### config.mk
export PLATFORM = sky130hd
export DESIGN_NAME = ipv4_text_parse_classify_unit
export DESIGN_NICKNAME = d
export VERILOG_FILES = /design/src/design/ipv4tp_pkg.sv /design/src/design/ipv4tp_parse.sv /design/src/design/ipv4_text_parse_classify_unit.sv
export SDC_FILE = /design/constraint.sdc
export NUM_CORES = 1
export LEC_CHECK = 0
export BUFFER_PORTS_ARGS = -buffer_cell sky130_fd_sc_hd__buf_2
export CAP_MARGIN = 20
export CORE_UTILIZATION = 58
export CTS_CLUSTER_DIAMETER = 50
export DETAILED_ROUTE_END_ITERATION = 10
export PLACE_DENSITY = 0.78
export SLEW_MARGIN = 20
export SYNTH_ARGS = -nofsm -noshare
export SYNTH_HDL_FRONTEND = slang
export SYNTH_SLANG_ARGS = --single-unit
### constraint.sdc
create_clock -name clk -period 4.1 [get_ports clk]
set_clock_uncertainty 0.1 [all_clocks]
set_input_delay 0.205 -clock clk [delete_from_list [all_inputs] [get_ports clk]]
set_output_delay 0.205 -clock clk [all_outputs]
set_load 0.01 [all_outputs]
### src/design/ipv4tp_pkg.sv
// Types and constants of the IPv4 text parse unit.
// Used by ipv4tp_parse and the top level; depends on nothing.
`timescale 1ns / 1ps

package ipv4tp_pkg;

  localparam logic [7:0]  CH_DOT    = 8'h2E;
  localparam logic [7:0]  CH_ZERO   = 8'h30;
  localparam logic [7:0]  CH_NINE   = 8'h39;
  localparam logic [11:0] OCTET_MAX = 12'd255;
  localparam logic [1:0]  LAST_IDX  = 2'd3;
  localparam logic [1:0]  MAX_DIGITS = 2'd3;

  localparam logic [31:0] NET10_BASE  = 32'h0A00_0000;
  localparam logic [31:0] NET10_MASK  = 32'hFF00_0000;
  localparam logic [31:0] NET172_BASE = 32'hAC10_0000;
  localparam logic [31:0] NET172_MASK = 32'hFFF0_0000;
  localparam logic [31:0] NET192_BASE = 32'hC0A8_0000;
  localparam logic [31:0] NET192_MASK = 32'hFFFF_0000;

  typedef struct packed {
    logic [1:0]  octet_index;
    logic [7:0]  octet_value;
    logic [1:0]  digit_count;
    logic [23:0] completed_octets;
    logic        failed;
  } parse_state_t;

  localparam parse_state_t PARSE_RESET = '{
    octet_index: 2'd0, octet_value: 8'd0, digit_count: 2'd0,
    completed_octets: 24'd0, failed: 1'b0};

  typedef struct packed {
    logic        is_valid;
    logic [31:0] address;
    logic        is_private;
  } result_t;

endpackage

### src/design/ipv4tp_parse.sv
// Parse state registers and per-character update of the IPv4 text parse unit.
// Produces the closing result from the updated state; depends on ipv4tp_pkg.
`timescale 1ns / 1ps

module ipv4tp_parse import ipv4tp_pkg::*; (
  input  logic       clk,
  input  logic       rst_n,
  input  logic       step_en,
  input  logic [7:0] character,
  input  logic       no_character,
  input  logic       ends_string,
  output result_t    res
);

  parse_state_t st_r;
  parse_state_t st_nxt;
  parse_state_t upd;
  logic         take;
  logic         is_digit;
  logic [3:0]   digit;
  logic [11:0]  digit_sum;
  logic         ok;
  logic [31:0]  addr;

  always_comb begin
    upd       = st_r;
    take      = !no_character && !st_r.failed;
    is_digit  = (character >= CH_ZERO) && (character <= CH_NINE);
    digit     = 4'(character - CH_ZERO);
    digit_sum = {1'b0, st_r.octet_value, 3'b000} + {3'b000, st_r.octet_value, 1'b0}
              + {8'd0, digit};
    if (take) begin
      if (is_digit) begin
        if (st_r.digit_count >= MAX_DIGITS || digit_sum > OCTET_MAX) begin
          upd.failed = 1'b1;
        end else begin
          upd.octet_value = digit_sum[7:0];
          upd.digit_count = st_r.digit_count + 2'd1;
        end
      end else if (character == CH_DOT) begin
        if (st_r.digit_count == 2'd0 || st_r.octet_index >= LAST_IDX) begin
          upd.failed = 1'b1;
        end else begin
          upd.completed_octets = {st_r.completed_octets[15:0], st_r.octet_value};
          upd.octet_index      = st_r.octet_index + 2'd1;
          upd.octet_value      = 8'd0;
          upd.digit_count      = 2'd0;
        end
      end else begin
        upd.failed = 1'b1;
      end
    end
  end

  always_comb begin
    ok   = !upd.failed && upd.octet_index == LAST_IDX && upd.digit_count != 2'd0;
    addr = ok ? {upd.completed_octets, upd.octet_value} : 32'd0;
    res.is_valid   = ok;
    res.address    = addr;
    res.is_private = ok && (((addr & NET10_MASK) == NET10_BASE)
                         || ((addr & NET172_MASK) == NET172_BASE)
                         || ((addr & NET192_MASK) == NET192_BASE));
  end

  always_comb begin
    st_nxt = st_r;
    if (step_en) begin
      st_nxt = ends_string ? PARSE_RESET : upd;
    end
  end

  always_ff @(posedge clk) begin
    if (!rst_n) begin
      st_r <= PARSE_RESET;
    end else begin
      st_r <= st_nxt;
    end
  end

endmodule

### src/design/ipv4_text_parse_classify_unit.sv
// Top level of the IPv4 dotted-quad text parser and private-range classifier.
// Instantiates ipv4tp_parse; depends on ipv4tp_pkg.
`timescale 1ns / 1ps
// Takes one ASCII character per word and gives one result word when a word
// marked ends_string arrives: is_valid, the 32-bit address and is_private.
// A new input word is taken every cycle while the input register is free to
// advance; a closing word passes from the input register to the result
// register, where its result is held. The parse state loop runs through a
// shift-and-add times ten and a compare, which sets the clock. While a result
// waits on out_ready, words that do not close a string keep flowing; a closing
// word holds in the input register until the result register frees.

module ipv4_text_parse_classify_unit import ipv4tp_pkg::*; (
  input  logic        clk,
  input  logic        rst_n,
  input  logic        in_valid,
  output logic        in_ready,
  input  logic [7:0]  in_character,
  input  logic        in_no_character,
  input  logic        in_ends_string,
  output logic        out_valid,
  input  logic        out_ready,
  output logic        out_is_valid,
  output logic [31:0] out_address,
  output logic        out_is_private
);

  logic       s1_valid_r, s1_valid_nxt;
  logic [7:0] s1_char_r;
  logic       s1_none_r;
  logic       s1_ends_r;
  logic       out_valid_r, out_valid_nxt;
  result_t    res_r;
  result_t    res;
  logic       out_free;
  logic       s1_adv;
  logic       in_fire;

  assign out_free = !out_valid_r || out_ready;
  assign s1_adv   = s1_valid_r && (!s1_ends_r || out_free);
  assign in_ready = !s1_valid_r || s1_adv;
  assign in_fire  = in_valid && in_ready;

  ipv4tp_parse u_parse (
    .clk          (clk),
    .rst_n        (rst_n),
    .step_en      (s1_adv),
    .character    (s1_char_r),
    .no_character (s1_none_r),
    .ends_string  (s1_ends_r),
    .res          (res)
  );

  always_comb begin
    s1_valid_nxt = in_fire ? 1'b1 : (s1_adv ? 1'b0 : s1_valid_r);
    if (s1_adv && s1_ends_r) begin
      out_valid_nxt = 1'b1;
    end else begin
      out_valid_nxt = out_ready ? 1'b0 : out_valid_r;
    end
  end

  always_ff @(posedge clk) begin
    if (!rst_n) begin
      s1_valid_r  <= 1'b0;
      out_valid_r <= 1'b0;
    end else begin
      s1_valid_r  <= s1_valid_nxt;
      out_valid_r <= out_valid_nxt;
    end
  end

  always_ff @(posedge clk) begin
    if (in_fire) begin
      s1_char_r <= in_character;
      s1_none_r <= in_no_character;
      s1_ends_r <= in_ends_string;
    end
    if (s1_adv && s1_ends_r) begin
      res_r <= res;
    end
  end

  assign out_valid      = out_valid_r;
  assign out_is_valid   = res_r.is_valid;
  assign out_address    = res_r.address;
  assign out_is_private = res_r.is_private;

endmodule

Word level (Yosys, flattened, before mapping)
Index checks and enable logic that the tools add are counted.
{"block": "op_classes", "add_sub_neg": 5, "mul": 0, "div_mod_pow": 0, "order_cmp": 5, "n_eq_ne": 5, "shifts": 0, "mux": 17, "n_bitwise": 0, "n_reduce_logical": 25}
{"op": "37-bit two-way mux", "n": 2}
{"op": "36-bit two-way mux", "n": 2}
{"op": "32-bit two-way mux", "n": 1}
{"op": "24-bit two-way mux", "n": 1}
{"op": "10-bit two-way mux", "n": 2}
{"op": "16-bit equality test, second input constant", "n": 1}
{"op": "11-bit by 9-bit adder with 12-bit output", "n": 1}
{"op": "12-bit by 4-bit adder with 12-bit output", "n": 1}
{"op": "12-bit equality test, second input constant", "n": 1}
{"op": "12-bit by 8-bit > comparator with 1-bit output, second input constant", "n": 1}
{"op": "8-bit by 4-bit equality test with 1-bit output, second input constant", "n": 1}
{"op": "8-bit by 6-bit equality test with 1-bit output, second input constant", "n": 1}
{"op": "8-bit by 6-bit greater-or-equal comparator with 1-bit output, second input constant", "n": 1}
{"op": "8-bit by 6-bit less-or-equal comparator with 1-bit output, second input constant", "n": 1}
{"op": "1-bit logical AND", "n": 8}
{"op": "1-bit two-way mux", "n": 8}
{"op": "1-bit logical OR", "n": 7}
{"op": "1-bit zero test", "n": 6}
{"op": "2-bit nonzero test", "n": 3}
{"op": "2-bit by 1-bit adder with 2-bit output, second input constant", "n": 2}
{"op": "2-bit greater-or-equal comparator, second input constant", "n": 2}
{"op": "4-bit by 1-bit subtractor with 4-bit output, second input constant", "n": 1}
{"op": "2-bit equality test, second input constant", "n": 1}
{"op": "2-bit zero test", "n": 1}
{"op": "2-bit two-way mux", "n": 1}
{"block": "totals", "reg_bits": 83, "latch_bits": 0, "ramBits": 0, "mem_bits_ro": 0, "wordCells": 71, "memories": 0}

Depth between registers and ports, before layout
Gate-level depths: netlist of the first run.
{"block": "depth", "word_depth": 15, "mapped_depth": 14, "depth_no_buf": 13}

Cells and area by module
From an unflattened synthesis of the first run, not the netlist that was laid out.
{"block": "unflattened", "hier_cells": 411, "hier_area_um2": 4260.3}
{"module": "ipv4tp_parse", "n_inst": 1, "cells_per_inst": 355, "area_each_um2": 2821.5, "seq_area_each_um2": 740.7}
{"module": "ipv4_text_parse_classify_unit", "n_inst": 1, "cells_per_inst": 56, "area_each_um2": 1438.9, "seq_area_each_um2": 1361.3}

Worst setup path after synthesis of the first run
OpenSTA, ideal clock, no wires.
{"block": "synth_timing", "path_kind": "register -> register", "startpoint": "register u_parse.st_r[27] (netlist bit)", "endpoint": "register res_r, in the netlist out_address[20] (data pin)", "setup_ps": 263, "t_arrival_ps": 3178, "slack_ps": 559, "stages_incl_launch_ff": 15, "period_less_slack_ps": 3541, "path_cell_list": "dfxtp_1 inv_1 fa_1 inv_1 ha_1 a211o_1 a21oi_1 a221o_1 mux2i_1 or4_4 o21ai_1 a21o_1 buf_4 buf_6 nor2_1"}
{"item": "from (decl)", "line": "ipv4tp_parse.sv:15", "rtl": "parse_state_t st_r;"}
{"item": "from (signal assigned)", "line": "ipv4tp_parse.sv:76", "rtl": "st_r <= st_nxt;"}
{"item": "to (signal assigned)", "line": "ipv4_text_parse_classify_unit.sv:80", "rtl": "res_r <= res;"}
{"item": "to (decl)", "line": "ipv4_text_parse_classify_unit.sv:33", "rtl": "result_t res_r;"}

Final worst setup path of the first run
{"block": "layout_timing", "startpoint": "register u_parse.st_r[29] (netlist bit)", "endpoint": "register res_r, in the netlist out_address[15] (data pin)"}
{"block": "layout_via", "elab_chain_len": 10, "word_cells_on_any_way": 13, "cone_classes": "2 x add/sub; 1 x order compare; 5 x mux; 5 x reduce/logical"}
{"item": "11-bit by 9-bit adder with 12-bit output (*)", "line": "ipv4tp_parse.sv:30", "rtl": "digit_sum = {1'b0, st_r.octet_value, 3'b000} + {3'b000, st_r.octet_value, 1'b0}"}
{"item": "12-bit by 4-bit adder with 12-bit output (*)", "line": "ipv4tp_parse.sv:31", "rtl": "+ {8'd0, digit};"}
{"item": "12-bit by 8-bit > comparator with 1-bit output (*)", "line": "ipv4tp_parse.sv:34", "rtl": "if (st_r.digit_count >= MAX_DIGITS || digit_sum > OCTET_MAX) begin"}
{"item": "1-bit logical OR (*)", "line": "ipv4tp_parse.sv:34"}
{"item": "1-bit two-way mux", "line": "ipv4tp_parse.sv:34"}
{"item": "1-bit two-way mux", "line": "ipv4tp_parse.sv:33", "rtl": "if (is_digit) begin"}
{"item": "37-bit two-way mux (*)", "line": "ipv4tp_parse.sv:32", "rtl": "if (take) begin"}
{"item": "1-bit zero test", "line": "ipv4tp_parse.sv:56", "rtl": "ok = !upd.failed && upd.octet_index == LAST_IDX && upd.digit_count != 2'd0;"}
{"item": "1-bit logical AND", "line": "ipv4tp_parse.sv:56"}
{"item": "1-bit logical AND (*)", "line": "ipv4tp_parse.sv:56"}
Mark *: on every way between the ends. The rest lies on a longest branch, timed or not.
A chain may end at the register's enable or synchronous reset.

==> out/qor.yml, run 1 <==
grt_pass1_wl_um: 15800
path_max_fanout: 18
place_congestion: 0.927
hold_path.class: "input port to flip-flop"
p_leak_uw: 0.00189
syn_avg_cell_area_um2: 9.80
power_density_mw_per_mm2: 332
drtIter0Drc: 354
period_share_pct: 92.3
drc: 0
postLayoutCoreUtil_pct: 70.2
yosys.area_share.xor_xnor_pct: 1.05
synth_top_family_by_area: "simple AND/OR/NAND/NOR gates"
yosysSeqAreaShare_pct: 50.5
fmax_ghz: 0.264
synthMuxAreaShare_pct: 1.56
reg2reg_slack_ps: 310
grt-ovfl-total: 0
die_h_um: 86.7
wl_um: 9470
seq_power_share_pct: 55.5
drv_cap: 0
clock_latency_ps: 350
period_minus_slack_ps: 3790
hold_end: "s1_valid_r$_SDFFE_PN0P_"
worstHoldStart: "in_valid"
final-setup-viol-count: 0
p_sw_uw: 332
wl_per_cell_um: 16.2
synth_fa_ha_area_share_pct: 6.37
antennaDiodeCount: 0
nets: 517
status: "finished clean"
route.antenna.remaining_nets: 0
synth_edf_count: 44
tns_ps: 0
ys_types: 51
cts.clk_slew.worst_paths_ps: 80
initial_core_util_pct: 60.6
antenna_found_initial: 0
arrival_ps: 3790
rr_worst_depth: 13
dieArea_mm2: 0.00752
clockPowerShare_pct: 40.7
relSlewSlack_pct: 38.5
ctsHtreeMaxLevel: 3
crit_type: "flip-flop to flip-flop"
cp_slowest_cell: "or4_4"
ys_warn_count: 0
irDropWorstVdd_v: 0.000208
cts.sinks: 83
root_buffer: "clkbuf_8"
yosys.area_share.simple_pct: 20.0
clockBufferDepth: 2
synth-compound-area-share_pct: 16.7
hold_violations: 0
vias: 3446
required_ps: 4100
cp_num_buf_inv: 3
num_rows: 30
port-buffer-count: 49
cts_tree: "built"
cpLargestDelayFamily: "compound AO/OA/AOI/OAI gates"
hpwl_um: 6290
postSynth.asyncResetShare_pct: 0
io_pins: 50
area_growth_pct: 15.8
startpoint_type: "flip-flop"
drive_above_1_share_pct: 16.8
end_kind: "flip-flop"
grt_pass1_vias: 3177
p_int_uw: 1270
vias_per_cell: 5.90
rsz0062_at_grt: "false"
netSwitchingFraction_pct: 20.7
numCtsBuffers: 9
crit_chain: "inv_1 > fa_1 > inv_1 > ha_1 > a211o_1 > a21oi_2 > a221o_1 > mux2i_1 > or4_4 > o21ai_1 > a21o_1 > buf_4 > a21oi_1"
slowest_delay_ps: 560
worst_pin_slew_ps: 918
die_w_um: 86.7
synth-seq-cells: 83
hold_path_depth: 3
synthesis.nets: 459
syn_area_mm2: 0.00416
synth_ff_type: "edfxtp_1"
core_mm2: 0.00687
crit_path_frequent_cell: "inv_1"
grt_usage_pct: 27.4
worstReg2RegStart: "u_parse.st_r[29]$_SDFFE_PN0P_"
r2r_end: "out_address[15]$_SDFFCE_PN0P_"
drv_slew: 0
p_comb_share_pct: 3.8
syn_inst: 425
dr.pass1.iters: 5
grt_max_degree: 37
[worst max-delay path by stage]
stage | depth (start not counted) | slack, ps | endpoint | from
after global placement | 13 | 280 | out_address[5]$_SDFFCE_PN0P_ | u_parse.st_r[27]$_SDFFE_PN0P_
after global routing | 13 | 70 | out_address[8]$_SDFFCE_PN0P_ | u_parse.st_r[29]$_SDFFE_PN0P_
final | 13 | 310 | out_address[15]$_SDFFCE_PN0P_ | u_parse.st_r[29]$_SDFFE_PN0P_
after floorplan | 14 | 560 | out_address[20]$_DFFE_PP_ | u_parse.st_r[27]$_SDFFE_PN0P_
after detailed placement | 13 | 180 | out_address[20]$_DFFE_PP_ | u_parse.st_r[27]$_SDFFE_PN0P_
after CTS | 13 | 180 | out_address[8]$_SDFFCE_PN0P_ | u_parse.st_r[27]$_SDFFE_PN0P_
[flip-flops by register name, indices dropped and copies added (netlist names)]
name / count
out_is_private: 1
s1_valid_r: 1
s1_ends_r: 1
out_valid: 1
out_address: 32
out_is_valid: 1
s1_none_r: 1
u_parse.st_r: 37
s1_char_r: 8
[what timing repair did]
item / 4_1_cts / 5_1_grt
gates resized for setup: 0 / 2
buffers inserted: 0 / 0
hold buffers: 10 / 0
setup endpoints to repair: 0 / 33
endpoints found under the hold margin: 10 / 0
[final cells by class]
cell class / count / area [um2]
multi-input combinational: 307 / 1910
fill: 525 / 2050
inverter: 14 / 52.6
clock buffer: 12 / 145
timing repair buffer: 68 / 413
tap: 96 / 120
sequential: 83 / 2100
clock inverter: 4 / 73.8
[layout by cell type, fill, tap and decap left out, drive strengths merged, types with 2 or more instances in the layout]
cell          n
a21boi        3
a21oi        40
fa            2
inv          15
nor4          2
a31oi         4
a221o         2
o41ai         2
nand3         7
and2          2
nor4bb        3
nor2         22
o211a         2
edfxtp       44
xnor2         5
ha           18
bufinv        2
a22oi        26
nand2        74
o21ai        11
buf          58
clkbuf       12
dfxtp        39
dlygate4sd3  10
mux2i         5
a21o          6
and3          4
nand3b        5
nor3         10
nand4         5
nor2b        31
[metal layers]
layer	global-route usage, %	up-vias	routed length [um]
met5	0	-	0
met4	8.33	0	153
met3	4.76	15	576
met2	43.9	147	4440
met1	38.3	1629	4300
li1	-	1655	-
[worst register-to-register path, cell delays in order, from the launching register on]
cell,delay (ps)
dfxtp_1,430
inv_1,110
fa_1,550
inv_1,60
ha_1,300
a211o_1,270
a21oi_2,190
a221o_1,160
mux2i_1,170
or4_4,560
o21ai_1,130
a21o_1,190
buf_4,240
a21oi_1,70
[power by group through the flow]
stage | combinational [uW] | clock (uW) | sequential [uW]
after detailed placement | 52.9 | 0 | 907
after global routing | 66.9 | 684 | 889
after global placement | 52.1 | 0 | 906
after floorplan | 33.7 | 0 | 905
after CTS | 60.8 | 653 | 887
final | 61.5 | 651 | 887
[cells by family after synthesis]
family / after synthesis
xor gates and xnor gates: 5
buffers and inverters: 35
adders and majority gates: 20
and+or+nand+nor: 170
muxes: 6
DFF: 83
AOI/OAI and AO/OA: 106
[synth_stat cells, drive strengths merged, types with 3 or more instances]
cell	count	area share (%)
mux2i	5	1.2
nor2b	31	4.7
a22oi	26	4.7
xnor2	5	1.1
ha	18	5.4
nor2	22	2.0
dfxtp	39	19
nand2	74	6.7
edfxtp	44	32
a21oi	40	4.9
nor3	10	1.2
a31oi	4	0.60
o21ai	11	1.3
a21o	6	1.1
nand3b	5	0.90
nor4bb	3	0.72
inv	14	1.3
a21boi	3	0.54
nand3	7	0.84
buf	6	1.2
and3	4	0.60
clkbuf	15	1.4
nand4	5	0.75
[per-stage QoR]
| step | worst slack (ps) | cell area [um2] | total power (uW) | hold slack (ps) | std cells |
|---|---|---|---|---|---|
| 2_1_floorplan | 559 | 4160 | 939 | 204 | 425 |
| 3_3_place_gp | 279 | 4500 | 958 | 281 | 558 |
| 3_5_place_dp | 180 | 4500 | 959 | 283 | 558 |
| 4_1_cts | 183 | 4820 | 1600 | 20.5 | 584 |
| 5_1_grt | 70.5 | 4820 | 1640 | 69.0 | 584 |
| 6_report | 314 | 4820 | 1600 | 39.2 | 584 |
Power figures use the tool's default switching activity.
==> inputs of run 2 (changes only) <==
--- a/config.mk
+++ b/config.mk
@@ -10,7 +10,7 @@
 export CORE_UTILIZATION = 58
 export CTS_CLUSTER_DIAMETER = 50
 export DETAILED_ROUTE_END_ITERATION = 10
-export PLACE_DENSITY = 0.78
+export PLACE_DENSITY = 0.8
 export SLEW_MARGIN = 20
 export SYNTH_ARGS = -nofsm -noshare
 export SYNTH_HDL_FRONTEND = slang
==> run 2 against run 1 <==
  * Count of clock-buffer cells in the layout is 3 lower
  * Sequential cell count stayed put
  * Total power is 8.3% lower
  * Global-route usage is 0.073 points lower
  * Sequential share of layout area is 0.47 points higher
  * Die area stayed put
  * Largest power group unchanged
  * Highest routed layer unchanged
==> out/qor.yml, run 2 (synthesized netlist as in run 1, its figures left out) <==
wl_um: 9510
met3_usage_pct: 5.24
fmax_ghz: 0.259
ctsHtreeMaxLevel: 3
layout_commonest_cell: "nand2_1"
cts_post_setup_buffers_inserted: 0
layout_common_cells: "nand2_1 (74), buf_2 (49), edfxtp_1 (44), a21oi_1 (39), dfxtp_1 (39)"
path_max_fanout: 34
hold_violations: 0
antenna_found_initial: 0
grt_usage_pct: 27.4
die_w_um: 86.7
crit_chain: "inv_1 > fa_1 > inv_1 > ha_1 > a211o_1 > a21oi_1 > a221o_1 > mux2i_1 > or4_4 > o21ai_1 > a21o_1 > buf_12 > nor3_1"
die_h_um: 86.7
grtUsageMet1_pct: 38.1
num_rows: 30
antennaDiodeCount: 0
largest_register_ffs: 37
regMostFlops: "u_parse.st_r"
dr.pass1.iters: 5
drive_above_1_share_pct: 16.0
crit_path_frequent_cell: "inv_1"
period_share_pct: 94.0
total_power_uw: 1470
port-buffer-count: 49
power_density_mw_per_mm2: 308
relSlewSlack_pct: 31.6
clock_latency_ps: 350
slowest_delay_ps: 560
period_minus_slack_ps: 3850
area_growth_pct: 14.5
route.antenna.remaining_nets: 0
dieArea_mm2: 0.00752
wl_per_cell_um: 16.3
cp_slowest_cell: "fa_1"
final-setup-viol-count: 0
postLayoutCoreUtil_pct: 69.4
numCtsBuffers: 9
multi_input_area_mm2: 0.00192
arrival_ps: 3850
cts.clk_slew.worst_paths_ps: 90
startpoint_type: "flip-flop"
status: "finished clean"
hold_slack_ps: 26.7
nets: 515
initial_core_util_pct: 60.6
end_kind: "flip-flop"
drc: 0
cts_tree: "built"
vias: 3450
drv_slew: 0
root_buffer: "clkbuf_8"
worst_pin_slew_ps: 1020
p_leak_uw: 0.00187
drv_cap: 0
clockBufferDepth: 2
crit_type: "flip-flop to flip-flop"
irDropWorstVdd_v: 0.000297
grt_pass1_wl_um: 15700
place_congestion: 0.934
required_ps: 4100
cts.sinks: 83
grt_busiest_layer: "met2"
use_met2_pct: 41.9
grt_max_degree: 37
grt-ovfl-total: 0
grt_pass1_vias: 3233
drtIter0Drc: 377
io_pins: 50
tns_ps: 0
fill_cells: 561
hold_path.class: "input port to flip-flop"
core_mm2: 0.00687
vias_per_cell: 5.93
rsz0062_at_grt: "false"
regArea_mm2: 0.00210
hpwl_um: 6260
[run 2: metrics by stage]
step | instance area (um2) | worst slack, ps | std cells
2_1_floorplan | 4160 | 559 | 425
3_3_place_gp | 4500 | 389 | 556
3_5_place_dp | 4500 | 276 | 556
4_1_cts | 4770 | 275 | 582
5_1_grt | 4770 | 21.0 | 582
6_report | 4770 | 246 | 582
[run 2: critical path: cells and delay by family (launching register included)]
kind            cells  cell delay (ps)
compound gates      5             1020
simple gates        2              630
mux                 1              170
buf+inv             3              370
fa+ha+maj           2              870
flops               1              440
[run 2: final timing paths]
kind | from | endpoint | slack, ps | cells after the start
worst max register to register | u_parse.st_r[27]$_SDFFE_PN0P_ | out_address[7]$_SDFFCE_PN0P_ | 250 | 13
worst max-delay path | u_parse.st_r[27]$_SDFFE_PN0P_ | out_address[7]$_SDFFCE_PN0P_ | 250 | 13
worst min-delay path | in_valid | s1_valid_r$_SDFFE_PN0P_ | 30 | 3
worst min register to register | s1_valid_r$_SDFFE_PN0P_ | s1_valid_r$_SDFFE_PN0P_ | 430 | 2
[run 2: layer usage]
metal  vias up  share of wire [%]
li1       1650                  -
met2       158                 45
met5         -                  0
met4         0                2.5
met3        23                6.4
met1      1619                 46
[run 2: area by class of cell]
type,instances,area share (%)
timing repair buffer,66,8.61
sequential,83,44.1
tap,96,2.52
inverter,14,1.10
clock buffer,9,2.60
clock inverter,7,0.892
multi-input combinational,307,40.2
[run 2: timing repair]
action	in CTS	in global routing
hold buffers	10	0
endpoints found under the hold margin	10	0
gates resized for setup	0	0
[run 2: where the power goes]
group	leakage [uW]	internal, uW	switching [uW]
Sequential	0.000788	881	6.99
Clock	0.0000845	217	302
Combinational	0.000994	26.0	35.6
Total	0.00187	1120	344
==> inputs of run 3 (changes only) <==
--- a/config.mk
+++ b/config.mk
@@ -7,6 +7,7 @@
 export LEC_CHECK = 0
 export BUFFER_PORTS_ARGS = -buffer_cell sky130_fd_sc_hd__buf_2
 export CAP_MARGIN = 20
+export CORE_MARGIN = 5
 export CORE_UTILIZATION = 58
 export CTS_CLUSTER_DIAMETER = 50
 export DETAILED_ROUTE_END_ITERATION = 10
==> run 3 against run 2 <==
  * Wire length up 2.1%
  * Via count about the same
  * Critical endpoint is now out_address[29]$_DFFE_PP_
  * Highest routed layer unchanged
  * Critical path depth unchanged
==> out/qor.yml, run 3 (synthesized netlist as in run 1, its figures left out) <==
crit_type: "flip-flop to flip-flop"
p_sw_uw: 356
p_comb_share_pct: 4.0
startpoint_type: "flip-flop"
required_ps: 4100
path_max_fanout: 34
worstReg2RegStart: "u_parse.st_r[27]$_SDFFE_PN0P_"
hold_path.class: "input port to flip-flop"
endpoint: "out_address[29]$_DFFE_PP_"
wl_per_cell_um: 16.6
vias_per_cell: 5.92
core_mm2: 0.00691
drv_cap: 0
post_cts_resized: 0
place_congestion: 0.904
clockBufferDepth: 2
rr_worst_depth: 13
cts_post_setup_buffers_inserted: 0
numCtsBuffers: 9
grt_pass1_wl_um: 15600
cp_slowest_cell: "fa_1"
arrival_ps: 3820
irDropWorstVdd_v: 0.000205
num_rows: 30
r2r_end: "out_address[29]$_DFFE_PP_"
initial_core_util_pct: 60.3
cts_tree: "built"
end_kind: "flip-flop"
antennaDiodeCount: 0
grt_max_degree: 37
p_int_uw: 1190
slowest_delay_ps: 570
root_buffer: "clkbuf_8"
period_share_pct: 93.2
p_leak_uw: 0.00187
instances_no_fill: 583
die_w_um: 94.7
power_density_mw_per_mm2: 322
hold_buffers: 10
drc: 0
die_h_um: 94.7
clockPowerShare_pct: 38.7
dr.pass1.iters: 5
nets: 516
fill_cells: 553
status: "finished clean"
relSlewSlack_pct: 33.3
layout_common_cells: "nand2_1 (74), buf_2 (49), edfxtp_1 (44), a21oi_1 (39), dfxtp_1 (39)"
tns_ps: 0
placedCellCount: 557
area_growth_pct: 15.4
startpoint: "u_parse.st_r[27]$_SDFFE_PN0P_"
vias: 3453
layout_commonest_cell: "nand2_1"
grt_usage_pct: 22.5
seq_power_share_pct: 57.3
period_minus_slack_ps: 3820
regMostFlops: "u_parse.st_r"
cts.sinks: 83
place_area_mm2: 0.00450
port-buffer-count: 49
netSwitchingFraction_pct: 23.0
rsz0062_at_grt: "false"
reg2reg_slack_ps: 280
largest_register_ffs: 37
clock_latency_ps: 350
ctsHtreeMaxLevel: 3
hpwl_um: 6350
final_area_mm2: 0.00480
grt-ovfl-total: 0
cts.clk_slew.worst_paths_ps: 90
worst_pin_slew_ps: 996
route.antenna.remaining_nets: 0
wl_um: 9710
drtIter0Drc: 321
hold_violations: 0
drv_slew: 0
antenna_found_initial: 0
fmax_ghz: 0.262
io_pins: 50
drive_above_1_share_pct: 16.4
dieArea_mm2: 0.00897
crit_chain: "inv_1 > fa_1 > inv_1 > ha_1 > a211o_1 > a21oi_1 > a221o_1 > mux2i_1 > or4_4 > o21ai_1 > a21o_1 > buf_12 > a21oi_1"
final-setup-viol-count: 0
grt_pass1_vias: 3107
run 3: cell count changes in the layout (fill, tap and decap cells not counted):
cell	delta
buf_4	+1
bufinv_16	+1
clkinv_1	-1
clkinv_2	-2
clkinv_4	-1
clkinvlp_4	+2
inv_8	+1
nor3_2	+1
nor3_4	-1
run 3: per-layer routing:
layer	global-route usage, %	part of all wire (%)	up-vias
met1	30.6	44	1631
met4	8.17	1.6	0
met2	36.2	47	156
met5	0	0	-
met3	3.98	7.7	15
li1	-	-	1651
run 3: final cells by class:
class	instances	area (um2)	area share, %
multi-input cells	307	1910	39.8
clock buffers	9	124	2.58
well taps	96	120	2.50
flip-flops and latches	83	2100	43.8
inverters	14	52.6	1.09
repair buffers	67	418	8.70
clock inverters	7	76.3	1.59
run 3: critical path, delay by kind of cell (launching register included):
kind,cells,cell delay [ps]
AO/OA/AOI/OAI,6,1070
flip-flops,1,440
AND/OR/NAND/NOR,1,560
buffers and inverters,3,350
multiplexers,1,170
adder cells (fa/ha/maj),2,870
run 3: power groups by stage:
stage / logic, uW / registers (uW) / clock network [uW]
2_1_floorplan: 33.7 / 905 / 0
3_3_place_gp: 51.9 / 906 / 0
3_5_place_dp: 52.5 / 906 / 0
4_1_cts: 60.0 / 887 / 600
5_1_grt: 67.7 / 889 / 634
6_report: 62.1 / 888 / 599
run 3: how the worst min path moves through the flow:
stage | from | to | slack (ps) | depth (start not counted)
6_report | in_valid | s1_valid_r$_SDFFE_PN0P_ | 70 | 3
5_1_grt | in_valid | s1_valid_r$_SDFFE_PN0P_ | 50 | 3
4_1_cts | in_valid | s1_valid_r$_SDFFE_PN0P_ | 7 | 3
3_5_place_dp | in_character[7] | s1_char_r[7]$_DFFE_PP_ | 280 | 1
3_3_place_gp | in_character[5] | s1_char_r[5]$_DFFE_PP_ | 280 | 1
2_1_floorplan | in_character[0] | s1_char_r[0]$_DFFE_PP_ | 200 | 0
run 3: metrics by stage:
step | util (%) | worst slack (ps) | total power, uW | hold slack, ps
after global routing | 69.5 | 32.2 | 1590 | 52.9
final | 69.5 | 278 | 1550 | 67.3
after floorplan | - | 559 | 939 | 204
after CTS | 69.5 | 288 | 1550 | 6.77
after global placement | 65.2 | 399 | 958 | 281
after detailed placement | 65.2 | 293 | 959 | 283
